## src/kmp_pkg.sv

```systemverilog
// shared constants, codes and types of the kmp substring matcher
package kmp_pkg;

	localparam int PAT_MAX  = 16;
	localparam int PAT_AW   = $clog2(PAT_MAX);
	localparam int LEN_W    = PAT_AW + 1;
	localparam int IDX_W    = PAT_AW + 1;
	localparam int TEXT_MAX = 65536;
	localparam int TXT_W    = $clog2(TEXT_MAX);
	localparam int CHAR_W   = 8;
	localparam int POS_W    = 16;

	localparam logic [IDX_W-1:0] NO_LINK  = '1;
	localparam logic [TXT_W-1:0] TXT_LAST = TXT_W'(TEXT_MAX - 1);

	localparam logic OP_PATTERN = 1'b0;
	localparam logic OP_TEXT    = 1'b1;

	typedef struct packed {
		logic              op;
		logic [CHAR_W-1:0] character;
		logic              last;
	} item_t;

	typedef struct packed {
		logic             found;
		logic [POS_W-1:0] position;
	} res_t;

endpackage

```

## src/kmp_ram.sv

```systemverilog
// generic single write port ram with registered read data
module kmp_ram #(
	parameter int WIDTH = 8,
	parameter int DEPTH = 16
) (
	input  logic                     clk,
	input  logic                     we,
	input  logic [$clog2(DEPTH)-1:0] waddr,
	input  logic [WIDTH-1:0]         wdata,
	input  logic [$clog2(DEPTH)-1:0] raddr,
	output logic [WIDTH-1:0]         rdata
);
	logic [WIDTH-1:0] mem [DEPTH];

	always_ff @(posedge clk) begin
		if (we) begin
			mem[waddr] <= wdata;
		end
		rdata <= mem[raddr];
	end
endmodule

```

## src/kmp_engine.sv

```systemverilog
// sequencer and shared byte compare unit: pattern load, failure table build, text search
module kmp_engine (
	input  logic         clk,
	input  logic         arst_n,
	input  logic         req_valid,
	input  kmp_pkg::item_t req,
	output logic         idle,
	output logic         res_valid,
	output kmp_pkg::res_t  res,
	input  logic         res_ready
);
	import kmp_pkg::*;

	typedef enum logic [9:0] {
		S_IDLE = 10'b00_0000_0001,
		S_DISP = 10'b00_0000_0010,
		S_BCHK = 10'b00_0000_0100,
		S_BRDK = 10'b00_0000_1000,
		S_BCMP = 10'b00_0001_0000,
		S_BLNK = 10'b00_0010_0000,
		S_TCHK = 10'b00_0100_0000,
		S_TCMP = 10'b00_1000_0000,
		S_TLNK = 10'b01_0000_0000,
		S_TFIN = 10'b10_0000_0000
	} state_t;

	state_t state_q;
	item_t  item_q;
	logic [LEN_W-1:0]  len_q;
	logic              ready_q;
	logic              done_q;
	logic [IDX_W-1:0]  mi_q;
	logic [TXT_W-1:0]  tp_q;
	logic [TXT_W-1:0]  pos_q;
	logic [PAT_AW-1:0] i_q;
	logic [IDX_W-1:0]  k_q;
	logic [CHAR_W-1:0] si_q;

	// memory ports
	logic              st_we, fl_we;
	logic [PAT_AW-1:0] st_waddr, st_raddr, fl_waddr, fl_raddr;
	logic [CHAR_W-1:0] st_rdata;
	logic [IDX_W-1:0]  fl_wdata, fl_rdata;

	logic [LEN_W-1:0]  len_eff;
	logic              room;
	logic              byte_eq;
	logic              more;
	logic              hit;
	logic              need_res;
	logic [TXT_W:0]    end_pos;
	logic [TXT_W:0]    start;

	kmp_ram #(.WIDTH(CHAR_W), .DEPTH(PAT_MAX)) u_store (
		.clk(clk), .we(st_we), .waddr(st_waddr), .wdata(item_q.character),
		.raddr(st_raddr), .rdata(st_rdata)
	);

	kmp_ram #(.WIDTH(IDX_W), .DEPTH(PAT_MAX)) u_fail (
		.clk(clk), .we(fl_we), .waddr(fl_waddr), .wdata(fl_wdata),
		.raddr(fl_raddr), .rdata(fl_rdata)
	);

	// the one compare unit: stored byte against the held byte
	assign byte_eq = (st_rdata == ((state_q == S_BCMP) ? si_q : item_q.character));

	assign len_eff  = ready_q ? '0 : len_q;
	assign room     = (len_eff < LEN_W'(PAT_MAX));
	assign more     = ((LEN_W'(i_q) + LEN_W'(1)) < len_q);
	assign hit      = (LEN_W'(mi_q) == len_q);
	assign need_res = hit || item_q.last;
	assign end_pos  = {1'b0, pos_q} + (TXT_W+1)'(1);
	assign start    = (len_q == '0) ? '0 :
	                  (end_pos >= (TXT_W+1)'(len_q)) ? end_pos - (TXT_W+1)'(len_q) : '0;

	assign idle      = (state_q == S_IDLE);
	assign res_valid = (state_q == S_TFIN) && need_res;
	assign res.found    = hit;
	assign res.position = hit ? POS_W'(start) : '0;

	always_comb begin
		st_we    = (state_q == S_DISP) && (item_q.op == OP_PATTERN) && room;
		st_waddr = len_eff[PAT_AW-1:0];
		unique case (state_q)
			S_BCHK:  st_raddr = i_q;
			S_BRDK:  st_raddr = k_q[PAT_AW-1:0];
			default: st_raddr = mi_q[PAT_AW-1:0];
		endcase
		fl_raddr = (state_q == S_BCMP) ? k_q[PAT_AW-1:0] : mi_q[PAT_AW-1:0];
		fl_we    = 1'b0;
		fl_waddr = PAT_AW'(i_q + PAT_AW'(1));
		fl_wdata = k_q + IDX_W'(1);
		unique case (state_q)
			S_DISP: begin
				fl_we    = (item_q.op == OP_PATTERN) && item_q.last;
				fl_waddr = '0;
				fl_wdata = NO_LINK;
			end
			S_BCHK:  fl_we = more && (k_q == NO_LINK);
			S_BCMP:  fl_we = byte_eq;
			default: fl_we = 1'b0;
		endcase
	end

	always_ff @(posedge clk or negedge arst_n) begin
		if (!arst_n) begin
			state_q <= S_IDLE;
			len_q   <= '0;
			ready_q <= 1'b0;
			done_q  <= 1'b0;
			mi_q    <= '0;
			tp_q    <= '0;
		end else begin
			unique case (state_q)
				S_IDLE: begin
					if (req_valid) begin
						state_q <= S_DISP;
					end
				end
				S_DISP: begin
					if (item_q.op == OP_PATTERN) begin
						ready_q <= 1'b0;
						mi_q    <= '0;
						tp_q    <= '0;
						done_q  <= 1'b0;
						len_q   <= len_eff + LEN_W'(room);
						state_q <= item_q.last ? S_BCHK : S_IDLE;
					end else if (!ready_q) begin
						state_q <= S_IDLE;
					end else if (done_q) begin
						if (item_q.last) begin
							mi_q   <= '0;
							tp_q   <= '0;
							done_q <= 1'b0;
						end
						state_q <= S_IDLE;
					end else begin
						if (tp_q != TXT_LAST) begin
							tp_q <= tp_q + TXT_W'(1);
						end
						state_q <= (len_q == '0) ? S_TFIN : S_TCHK;
					end
				end
				S_BCHK: begin
					if (!more) begin
						ready_q <= 1'b1;
						state_q <= S_IDLE;
					end else if (k_q == NO_LINK) begin
						state_q <= S_BCHK;
					end else begin
						state_q <= S_BRDK;
					end
				end
				S_BRDK: state_q <= S_BCMP;
				S_BCMP: state_q <= byte_eq ? S_BCHK : S_BLNK;
				S_BLNK: state_q <= S_BCHK;
				S_TCHK: begin
					if (mi_q == NO_LINK) begin
						mi_q    <= '0;
						state_q <= S_TFIN;
					end else begin
						state_q <= S_TCMP;
					end
				end
				S_TCMP: begin
					if (byte_eq) begin
						mi_q    <= mi_q + IDX_W'(1);
						state_q <= S_TFIN;
					end else begin
						state_q <= S_TLNK;
					end
				end
				S_TLNK: begin
					mi_q    <= fl_rdata;
					state_q <= S_TCHK;
				end
				S_TFIN: begin
					if (!need_res || res_ready) begin
						if (item_q.last) begin
							mi_q   <= '0;
							tp_q   <= '0;
							done_q <= 1'b0;
						end else if (hit) begin
							done_q <= 1'b1;
						end
						state_q <= S_IDLE;
					end
				end
				default: state_q <= S_IDLE;
			endcase
		end
	end

	// datapath registers without reset
	always_ff @(posedge clk) begin
		if (state_q == S_IDLE && req_valid) begin
			item_q <= req;
		end
		if (state_q == S_DISP) begin
			pos_q <= tp_q;
			i_q   <= '0;
			k_q   <= NO_LINK;
		end
		if ((state_q == S_BCHK && more && k_q == NO_LINK) ||
		    (state_q == S_BCMP && byte_eq)) begin
			i_q <= i_q + PAT_AW'(1);
			k_q <= k_q + IDX_W'(1);
		end
		if (state_q == S_BRDK) begin
			si_q <= st_rdata;
		end
		if (state_q == S_BLNK) begin
			k_q <= fl_rdata;
		end
	end
endmodule

```

## src/kmp_substring_match.sv

```systemverilog
// top level of the kmp substring matcher: input handshake and result register
//
//  channel | signals                               | transfer when
//  --------+---------------------------------------+----------------------
//  in      | in_valid in_ready op character last   | in_valid && in_ready
//  out     | out_valid out_ready found position    | out_valid && out_ready
//
// one item is worked on at a time; in_ready is high only while the sequencer idles
// pattern byte: stored at dispatch; the last one adds a failure table build of
// at most about 2 * pattern length comparisons, each a check, read and compare,
// plus link on a mismatch; text byte: ignored at dispatch, else check, compare,
// finish, plus link, check, compare per failure link; memories have one read port
// arst_n clears length, ready flag and text state; memories are not cleared
// a result waits in the output register; a stalled output holds the sequencer
// at its final step, a new item is still taken while the result waits
module kmp_substring_match (
	input  logic                        clk,
	input  logic                        arst_n,
	input  logic                        in_valid,
	output logic                        in_ready,
	input  logic                        op,
	input  logic [kmp_pkg::CHAR_W-1:0]  character,
	input  logic                        last,
	output logic                        out_valid,
	input  logic                        out_ready,
	output logic                        found,
	output logic [kmp_pkg::POS_W-1:0]   position
);
	import kmp_pkg::*;

	item_t req;
	res_t  res;
	res_t  res_q;
	logic  idle;
	logic  res_valid;
	logic  res_ready;
	logic  out_valid_q;

	assign req.op        = op;
	assign req.character = character;
	assign req.last      = last;

	// the output register frees up when empty or being drained this cycle
	assign res_ready = !out_valid_q || out_ready;

	kmp_engine u_engine (
		.clk(clk), .arst_n(arst_n),
		.req_valid(in_valid), .req(req), .idle(idle),
		.res_valid(res_valid), .res(res), .res_ready(res_ready)
	);

	assign in_ready = idle;

	always_ff @(posedge clk or negedge arst_n) begin
		if (!arst_n) begin
			out_valid_q <= 1'b0;
		end else if (res_ready) begin
			out_valid_q <= res_valid;
		end
	end

	always_ff @(posedge clk) begin
		if (res_ready && res_valid) begin
			res_q <= res;
		end
	end

	assign out_valid = out_valid_q;
	assign found     = res_q.found;
	assign position  = res_q.position;
endmodule

```

## config.mk

```make
export PLATFORM = sky130hd
export DESIGN_NAME = kmp_substring_match
export DESIGN_NICKNAME = d
export VERILOG_FILES = /design/src/kmp_pkg.sv /design/src/kmp_ram.sv /design/src/kmp_engine.sv /design/src/kmp_substring_match.sv
export SDC_FILE = /design/constraint.sdc
export NUM_CORES = 1
export LEC_CHECK = 0
export ABC_AREA = 1
export BUFFER_PORTS_ARGS = -buffer_cell sky130_fd_sc_hd__buf_2
export CORE_MARGIN = 3
export CORE_UTILIZATION = 65
export CTS_CLUSTER_SIZE = 10
export DETAILED_ROUTE_END_ITERATION = 8
export MAX_ROUTING_LAYER = met4
export PLACE_DENSITY_LB_ADDON = 0.12
export RECOVER_POWER = 100
export SETUP_SLACK_MARGIN = 0.2
export SKIP_CTS_REPAIR_TIMING = 1
export SLEW_MARGIN = 20
export SYNTH_ARGS = -nofsm -noshare
export SYNTH_HDL_FRONTEND = slang
export SYNTH_SLANG_ARGS = --single-unit
```

## constraint.sdc

```tcl
create_clock -name clk -period 4.2 [get_ports clk]
set_input_delay 0.84 -clock clk [delete_from_list [all_inputs] [get_ports clk]]
set_output_delay 0.84 -clock clk [all_outputs]
set_load 0.05 [all_outputs]
```

After elaboration in Yosys (flattened, before gate mapping)
Memories as Yosys holds them, arrays and structs flattened. A register that Yosys moved wholly into a read port is not among the register bits.
Cells that the tools add are included.
{"block": "classes", "n_addsub": 8, "mul": 0, "div": 0, "order_cmp": 3, "eq_ne": 25, "n_shift": 0, "mux": 55, "bitwise": 3, "n_reduce_logical": 29}
{"op": "10-bit case mux with 10 select lines", "count": 1}
{"op": "16-bit 2-to-1 mux", "count": 6}
{"op": "10-bit 2-to-1 mux", "count": 9}
{"op": "5-bit 2-to-1 mux", "count": 12}
{"op": "16-bit case mux with 2 select lines", "count": 1}
{"op": "5-bit case mux with 5 select lines", "count": 1}
{"op": "4-bit 2-to-1 mux", "count": 5}
{"op": "16-bit by 1-bit adder with 17-bit output (second input constant)", "count": 1}
{"op": "17-bit by 5-bit greater-or-equal comparator with 1-bit output", "count": 1}
{"op": "16-bit by 1-bit adder with 16-bit output (second input constant)", "count": 1}
{"op": "16-bit inequality test (second input constant)", "count": 1}
{"op": "16-bit by 5-bit subtractor with 16-bit output", "count": 1}
{"op": "1-bit 2-to-1 mux", "count": 13}
{"op": "5-bit by 1-bit adder with 5-bit output (second input constant)", "count": 2}
{"op": "10-bit by 1-bit == test with 1-bit output (second input constant)", "count": 1}
{"op": "10-bit == test (second input constant)", "count": 1}
{"op": "10-bit by 2-bit == test with 1-bit output (second input constant)", "count": 1}
{"op": "10-bit by 3-bit == test with 1-bit output (second input constant)", "count": 1}
{"op": "10-bit by 4-bit == test with 1-bit output (second input constant)", "count": 1}
{"op": "10-bit by 5-bit == test with 1-bit output (second input constant)", "count": 1}
{"op": "10-bit by 6-bit == test with 1-bit output (second input constant)", "count": 1}
{"op": "10-bit by 7-bit == test with 1-bit output (second input constant)", "count": 1}
{"op": "10-bit by 8-bit == test with 1-bit output (second input constant)", "count": 1}
{"op": "10-bit by 9-bit == test with 1-bit output (second input constant)", "count": 1}
{"op": "32 further kinds", "count": 58}
{"block": "word_totals", "register_bits": 99, "latchBits": 0, "ram_bits": 208, "rom_bits": 0, "input_bits": 14, "out_inout_bits": 19, "elab_cells": 141, "mem_count": 2}
{"memory": "u_engine.u_store.mem", "depth": 16, "word_bits": 8, "rd": 1, "rd_ports_with_merged_regs": 1, "write_ports": 1, "line_no": "kmp_ram.sv:13", "rtl": "logic [WIDTH-1:0] mem [DEPTH];"}
{"memory": "u_engine.u_fail.mem", "depth": 16, "word_bits": 5, "rd": 1, "rd_ports_with_merged_regs": 1, "write_ports": 1, "line_no": "kmp_ram.sv:13"}

Longest topological paths before layout
Gate-level depths: netlist of run 1.
{"block": "logic_depth", "depth_word": 7, "depth_mapped": 17, "ltp_nobuf": 16}

By module
From an unflattened synthesis of run 1, not the netlist that was laid out.
{"block": "unflattened", "hier_cells": 1759, "hier_area_um2": 16092.9}
{"module": "kmp_engine", "n_inst": 1, "cells_per_inst": 830, "area_each_um2": 6037.0, "seq_area_each_um2": 2243.4}
{"module": "kmp_ram at u_engine.u_store", "n_inst": 1, "cells_per_inst": 551, "area_each_um2": 5766.8, "seq_area_each_um2": 4003.8}
{"module": "kmp_ram at u_engine.u_fail", "n_inst": 1, "cells_per_inst": 355, "area_each_um2": 3733.6, "seq_area_each_um2": 2502.4}
{"module": "kmp_substring_match", "n_inst": 1, "cells_per_inst": 23, "area_each_um2": 555.5, "seq_area_each_um2": 535.5}

Least setup slack after synthesis of run 1
Ideal clock, no wire load.
{"block": "synth_timing", "path_type": "register -> register", "from": "register u_engine.state_q[8]", "to": "memory u_engine.u_store.mem[13][0], enable pin", "setup_time_ps": 370, "arrival_time_ps": 2428, "slack_ps": 1402, "stages_incl_launch_ff": 10, "period_less_slack_ps": 2798, "path_cell_list": "dfrtp_1 > nor2_4 > inv_1 > nor3_4 > inv_2 > nor2_4 > inv_1 > nor2_2 > nand3_1 > nor2_1"}
{"block": "synth_via", "elab_chain_cells": 5}
{"item": "start, declared", "line_no": "kmp_engine.sv:27", "rtl": "state_t state_q;"}
{"item": "start signal, assigned", "line_no": "kmp_engine.sv:127", "rtl": "state_q <= item_q.last ? S_BCHK : S_IDLE;"}
{"item": "start signal, assigned", "line_no": "kmp_engine.sv:141", "rtl": "state_q <= (len_q == '0) ? S_TFIN : S_TCHK;"}
{"item": "start signal, assigned", "line_no": "kmp_engine.sv:155", "rtl": "S_BCMP: state_q <= byte_eq ? S_BCHK : S_BLNK;"}
{"item": "10-bit by 2-bit == test with 1-bit output", "line_no": "kmp_engine.sv:82", "rtl": "st_we = (state_q == S_DISP) && (item_q.op == OP_PATTERN) && room;"}
{"item": "1-bit logical AND (2 in a row)", "line_no": "kmp_engine.sv:82"}
{"item": "1-bit 2-to-1 mux", "line_no": "kmp_ram.sv:16", "rtl": "if (we) begin"}
{"item": "1-bit 2-to-1 mux (implied by the code)", "line_no": "kmp_ram.sv:17", "rtl": "mem[waddr] <= wdata;"}
{"item": "end, declared", "line_no": "kmp_ram.sv:13"}
No other way between the ends.

Final worst setup path of run 1
{"block": "layout_timing", "from": "register u_engine.state_q[3]", "to": "memory u_engine.u_store.mem[14][4], enable pin"}
Same word-level chain as after synthesis.

==> flow_summary.ini, run 1 <==
[logic_synthesis]
ys_seq_elements = 320
synth_area_leader_cell = edfxtp_1
yosys-top-cells-count = nand2_1 (306), edfxtp_1 (268), inv_1 (207)
synth_top_area_share_pct = 52.2
ys.flop_type = edfxtp_1
synth.most_common_cell = nand2_1
yosysSeqAreaShare_pct = 60.2
synth_area_mm2 = 0.0154
yosysWarnings = 0
synth_edf_count = 268
avgSynthCellArea_um2 = 9.81
netlist_instances = 1571
synth.area.top_cells = edfxtp_1 (52%), nand2_1 (7.5%), dfrtp_1 (6.2%)
syn-num-nets = 1604
ys_types = 49
synth-async-reset-ratio_pct = 12.2

[status]
outcome = finished, violations left
violations = max-capacitance violations, max-slew violations

[setup_path]
path_class = reg -> reg
r2r_slack_ps = 810
worst_r2r_path_depth = 10
cp-start-kind = register
worst_ep_required_time_ps = 4330
crit_top_cell = nor2_1
critPathArrivalTime_ps = 3520
slowest_stage = nor2_1
reg2reg_from = u_engine.state_q[3]$_DFFE_PN0P_
end_kind = register
worst-path-max-fanout = 25
path_cells = nor2_1 -> nand3_1 -> nor3_4 -> buf_4 -> inv_2 -> nor2_1 -> inv_1 -> nor2_2 -> nand3_1 -> nor2_1
reg2reg_to = u_engine.u_store.mem[14][4]$_DFFE_PP_
crit_buf_inv = 3
cpLargestDelayFamily = simple AND/OR/NAND/NOR gates
critPathMaxStageDelay_ps = 600

[cts]
insertion_delay_ps = 510
cts_root_buf = clkbuf_16
tritoncts = done
clockBufferDepth = 3
clk_pin_slew_ps = 60
h-tree-depth = 2
clock-sinks = 320
cts_buffers = 38

[run]
maxCapViolations = 2

[floorplanning]
initial_core_util_pct = 67.1
core_mm2 = 0.0230
rows = 55
dieArea_mm2 = 0.0256
die_h_um = 160
ios = 33
die_w_um = 160

[power]
power_mw = 9.34
powerDensity_mw_per_mm2 = 556
irDropWorstVdd_mv = 0.482
total_leakage_power_nw = 6.71

[sta]
clock_skew_ps = 18.2
max_freq_mhz = 295
max_slew_margin_pct = -48.3
rsz0062_at_grt = no
fin_setup_tns_ps = 0
hold_viol = 0
drv_slew = 51
setup_violations = 0
worstMarginPinSlew_ps = 2220
post-route-min-period_ps = 3390
fin_ws_ps = 811
finalCritPeriodShare_pct = 80.7

[global_route]
grt_use_total_pct = 28.8
grt_pass1_wl_mm = 57.4
grt_pass1_vias = 11000
grt_overflow = 0
grt_max_degree = 94
antenna_found_initial = 0

[routing]
ant_nets = 0
dr.pass1.iters = 5
drc_errors = 0
via_per_inst = 5.82
wl_mm = 35.5
initialDrtViolationCount = 1096
routedWlPerCell_um = 18.2
num_vias = 11300

[cells_and_area]
fillCellCount = 1742
num-nets-final = 1640
drive_above_1_share_pct = 5.81
area_growth_pct = 8.92
utilization_pct = 73.0
num_antenna_cells = 0

[placed_design]
hpwl_mm = 24.2
port_buffers = 32
post-place-ws_ps = 1190
place_congestion = 0.913

[hold_path]
whs_path_depth = 0
worstHoldStart = u_engine.u_store.rdata[7]$_DFF_P_
worstHoldEndpoint = u_engine.si_q[7]$_DFFE_PN_
hp-class = reg -> reg
## placed cells by master, fill, tap and decap left out, drive strengths merged, types with 2 or more instances in the layout
cell and n:
edfxtp 268, a21oi 31, o211ai 57, mux2i 2
nor3 15, nor2 171, ha 18, xor2 28
inv 217, o31ai 3, buf 18, nand4 14
nand2 321, or2 5, nand3 141, xnor2 11
dfxtp 13, clkinv 3, dfrtp 38, o21bai 7
clkbuf 95, nor4 2, o22ai 3, o21ai 136
nand3b 10
## cell type report
class	count	area, um2	share of cell area (%)
tap	313	392	2.33
multi-input combinational	982	4970	29.6
sequential	320	9290	55.3
inverter	218	818	4.87
timing repair buffer	47	226	1.35
clock inverter	2	17.5	0.104
clock buffer	66	1080	6.42
## how the worst max path moves through the flow
stage,from,end,slack [ps],cells past startpoint
2_1_floorplan,u_engine.state_q[8]$_DFFE_PN0P_,u_engine.u_store.mem[13][0]$_DFFE_PP_,1400,9
3_3_place_gp,u_engine.state_q[4]$_DFFE_PN0P_,u_engine.u_store.mem[7][0]$_DFFE_PP_,1270,10
3_5_place_dp,u_engine.state_q[4]$_DFFE_PN0P_,u_engine.u_store.mem[7][1]$_DFFE_PP_,1190,10
4_1_cts,u_engine.state_q[8]$_DFFE_PN0P_,u_engine.u_store.mem[5][1]$_DFFE_PP_,1180,10
5_1_grt,u_engine.state_q[3]$_DFFE_PN0P_,u_engine.u_store.mem[14][2]$_DFFE_PP_,470,10
6_report,u_engine.state_q[3]$_DFFE_PN0P_,u_engine.u_store.mem[14][4]$_DFFE_PP_,810,10
## flip-flops by register name, indices dropped and copies added (netlist names), 8 cells and up
signal,count
u_engine.u_fail.mem,80
u_engine.u_store.mem,128
u_engine.item_q,10
u_engine.tp_q,16
u_engine.si_q,8
u_engine.pos_q,16
u_engine.state_q,10
u_engine.u_store.rdata,8
position,16
## stage by stage
stage	cells	area [um2]	hold slack [ps]
final	1948	16800	494
after global routing	1948	16800	494
after CTS	1948	16900	494
after detailed placement	1880	15800	475
after global placement	1880	15800	480
after floorplan	1571	15400	422
## where the power goes
group          internal [mW]  total, mW  switching [mW]
clock                   1.73       2.92            1.19
combinational          0.680       2.28            1.59
sequential              3.83       4.14           0.309
total                   6.24       9.34            3.10
## logic make-up after synthesis
kind of cell / Yosys count / synth area share [%]
AOI/OAI and AO/OA: 241 / 9.10
xor gates and xnor gates: 39 / 2.31
adders and majority gates: 19 / 1.59
buffers and inverters: 269 / 7.07
DFF: 320 / 60.2
muxes: 2 / 0.130
and+or+nand+nor: 681 / 19.6
## routing by layer
metal / part of all wire, % / wire length (um) / vias up / track usage [%]
met5: 0 / 0 / - / -
met1: 41 / 14500 / 5305 / 38.3
met4: 3.9 / 1390 / 0 / 11.2
met3: 7.7 / 2720 / 116 / 3.79
li1: - / - / 5390 / -
met2: 48 / 16900 / 526 / 45.9
Power figures use the tool's default switching activity.
==> run 2, diff against run 1 <==
Settings changed: ABC_AREA 1 to 0, CORE_UTILIZATION 65 to 63.
Clock period 4.2 ns to 3.4 ns, I/O delays scaled along.
==> flow_summary.ini, run 2 <==
[logic_synthesis]
synth_edf_count = 268
synth_area_leader_cell = edfxtp_1
yosysSeqAreaShare_pct = 63.1
synth_top_area_share_pct = 54.7
synth-async-reset-ratio_pct = 12.2
ys_types = 76
yosysWarnings = 0
synth_area_mm2 = 0.0147
yosys-top-cells-count = edfxtp_1 (268), mux2i_1 (122), nor2_1 (83)
syn-num-nets = 1154
synth.most_common_cell = edfxtp_1
netlist_instances = 1121
ys_seq_elements = 320
synth.area.top_cells = edfxtp_1 (55%), mux2i_1 (8.3%), dfrtp_1 (6.5%)
ys.flop_type = edfxtp_1
avgSynthCellArea_um2 = 13.1

[cells_and_area]
drive_above_1_share_pct = 10.7
final_common_cell = edfxtp_1
num_antenna_cells = 0
largest_registers = u_engine.u_store.mem x128, u_engine.u_fail.mem x80
regMostFlops = u_engine.u_store.mem
area_growth_pct = 13.4
num-nets-final = 1251
final_cell_mix = edfxtp_1 (268), mux2i_1 (121), nor2_1 (82)
largest_reg_flops = 128

[floorplanning]
die_w_um = 159
initial_core_util_pct = 64.6
core_mm2 = 0.0228
rows = 55
dieArea_mm2 = 0.0252
die_h_um = 159
ios = 33

[sta]
max_slew_margin_pct = -49.9
clock_skew_ps = 13.7
max_freq_mhz = 318
fin_setup_tns_ps = 0
worstMarginPinSlew_ps = 2250
setup_violations = 0
drv_slew = 40
post-route-min-period_ps = 3140
rsz0062_at_grt = no
finalCritPeriodShare_pct = 92.4
hold_viol = 0

[placed_design]
port_buffers = 32
hpwl_mm = 21.8
place_congestion = 0.895

[setup_path]
cp.depth = 8
path_class = reg -> reg
cp-start-kind = register
worst-path-max-fanout = 20
path_cells = or4_1 -> or4_1 -> clkbuf_2 -> mux2i_4 -> buf_12 -> mux2_1 -> o211ai_1 -> nand4_1
crit_buf_inv = 2
critPathArrivalTime_ps = 3520
reg2reg_to = u_engine.u_fail.rdata[1]$_DFF_P_
worstSetupStartpoint = u_engine.state_q[5]$_DFFE_PN0P_
slowest_stage = or4_1
reg2reg_from = u_engine.state_q[5]$_DFFE_PN0P_
crit_top_cell = or4_1
r2r_slack_ps = 260
crit_end = u_engine.u_fail.rdata[1]$_DFF_P_
end_kind = register
cpLargestDelayFamily = simple AND/OR/NAND/NOR gates
worst_r2r_path_depth = 8
worst_ep_required_time_ps = 3780
critPathMaxStageDelay_ps = 550

[routing]
wl_mm = 32.7
routedWlPerCell_um = 21.0
dr.pass1.iters = 5
via_per_inst = 6.13
num_vias = 9569
ant_nets = 0
initialDrtViolationCount = 848
drc_errors = 0

[global_route]
antenna_found_initial = 0
grt_max_degree = 41
grt_use_total_pct = 26.3
grt_pass1_wl_mm = 50.8
grt_overflow = 0
grt_pass1_vias = 9406

[power]
power_mw = 11.0
irDropWorstVdd_mv = 0.450
total_leakage_power_nw = 5.79
powerDensity_mw_per_mm2 = 662

[cts]
clockBufferDepth = 3
h-tree-depth = 2
tritoncts = done
insertion_delay_ps = 510
cts_root_buf = clkbuf_16
clock-sinks = 320
cts_buffers = 38
clk_pin_slew_ps = 50

[status]
violations = max-capacitance violations, max-slew violations
outcome = finished, violations left

[hold_path]
hp-class = in -> reg
whs_path_depth = 1

[run]
maxCapViolations = 1
-- run 2: changes by cell type after synthesis, moves of 73 or more --
cell,change
inv_1,-183
mux2i_1,+120
nand2_1,-232
nand3_1,-99
nor2_1,-73
o21ai_0,-100
-- run 2: how the worst min path moves through the flow --
stage	from	end	slack, ps
detailed placement	u_engine.u_store.rdata[0]$_DFF_P_	u_engine.si_q[0]$_DFFE_PN_	500
CTS	arst_n	u_engine.state_q[6]$_DFFE_PN0P_	330
finish	character[5]	u_engine.item_q[6]$_DFFE_PP_	350
global placement	u_engine.u_store.rdata[3]$_DFF_P_	u_engine.si_q[3]$_DFFE_PN_	490
global route	character[0]	u_engine.item_q[1]$_DFFE_PP_	330
floorplan	arst_n	out_valid$_DFFE_PN0P_	380
-- run 2: area by class of cell --
cell class	instances	area (um2)
inverter	27	103
fill	1603	6100
sequential	320	9290
tap	313	392
multi-input combinational	727	5170
clock inverter	2	16.3
timing repair buffer	104	637
clock buffer	67	1080
-- run 2: where the power goes --
part           switching [mW]  leakage (nW)  total [mW]  internal [mW]
Combinational            1.44          2.23        2.39          0.945
Clock                    1.43         0.518        3.57           2.14
Sequential              0.400          3.04        5.08           4.68
Total                    3.27          5.79        11.0           7.76
-- run 2: worst reg2reg max path, cell delays in order, from the launching register on --
cell and delay [ps]:
dfrtp_1 410, or4_1 550, or4_1 550, clkbuf_2 240
mux2i_4 320, buf_12 210, mux2_1 340, o211ai_1 270
nand4_1 120
-- run 2: cells by family (layout without fill, tap and decap cells) --
| kind of cell | count (synthesis) | count (layout) | share of synthesized area (%) |
|---|---|---|---|
| simple gates | 344 | 345 | 12.0 |
| flops | 320 | 320 | 63.1 |
| compound gates | 175 | 175 | 8.24 |
| mux | 144 | 144 | 10.0 |
| buf+inv | 75 | 200 | 2.29 |
| xor+xnor | 44 | 44 | 2.62 |
| fa+ha+maj | 19 | 19 | 1.67 |
-- run 2: metal layers --
layer  vias up  track usage [%]  part of all wire (%)
met2       355             44.0                    50
met5         -                -                     0
met3        77             3.68                   6.1
met4         0             8.99                   3.6
li1       4484                -                     -
met1      4653             33.5                    41
-- run 2: through the flow --
step	worst slack, ps	util [%]	cells	cell area, um2	hold slack, ps
finish	257	73.2	1560	16700	348
detailed placement	102	68.6	1481	15600	500
global placement	245	68.6	1481	15600	491
CTS	92.1	73.4	1550	16700	326
floorplan	190	-	1121	14700	384
global route	99.3	73.2	1560	16700	331
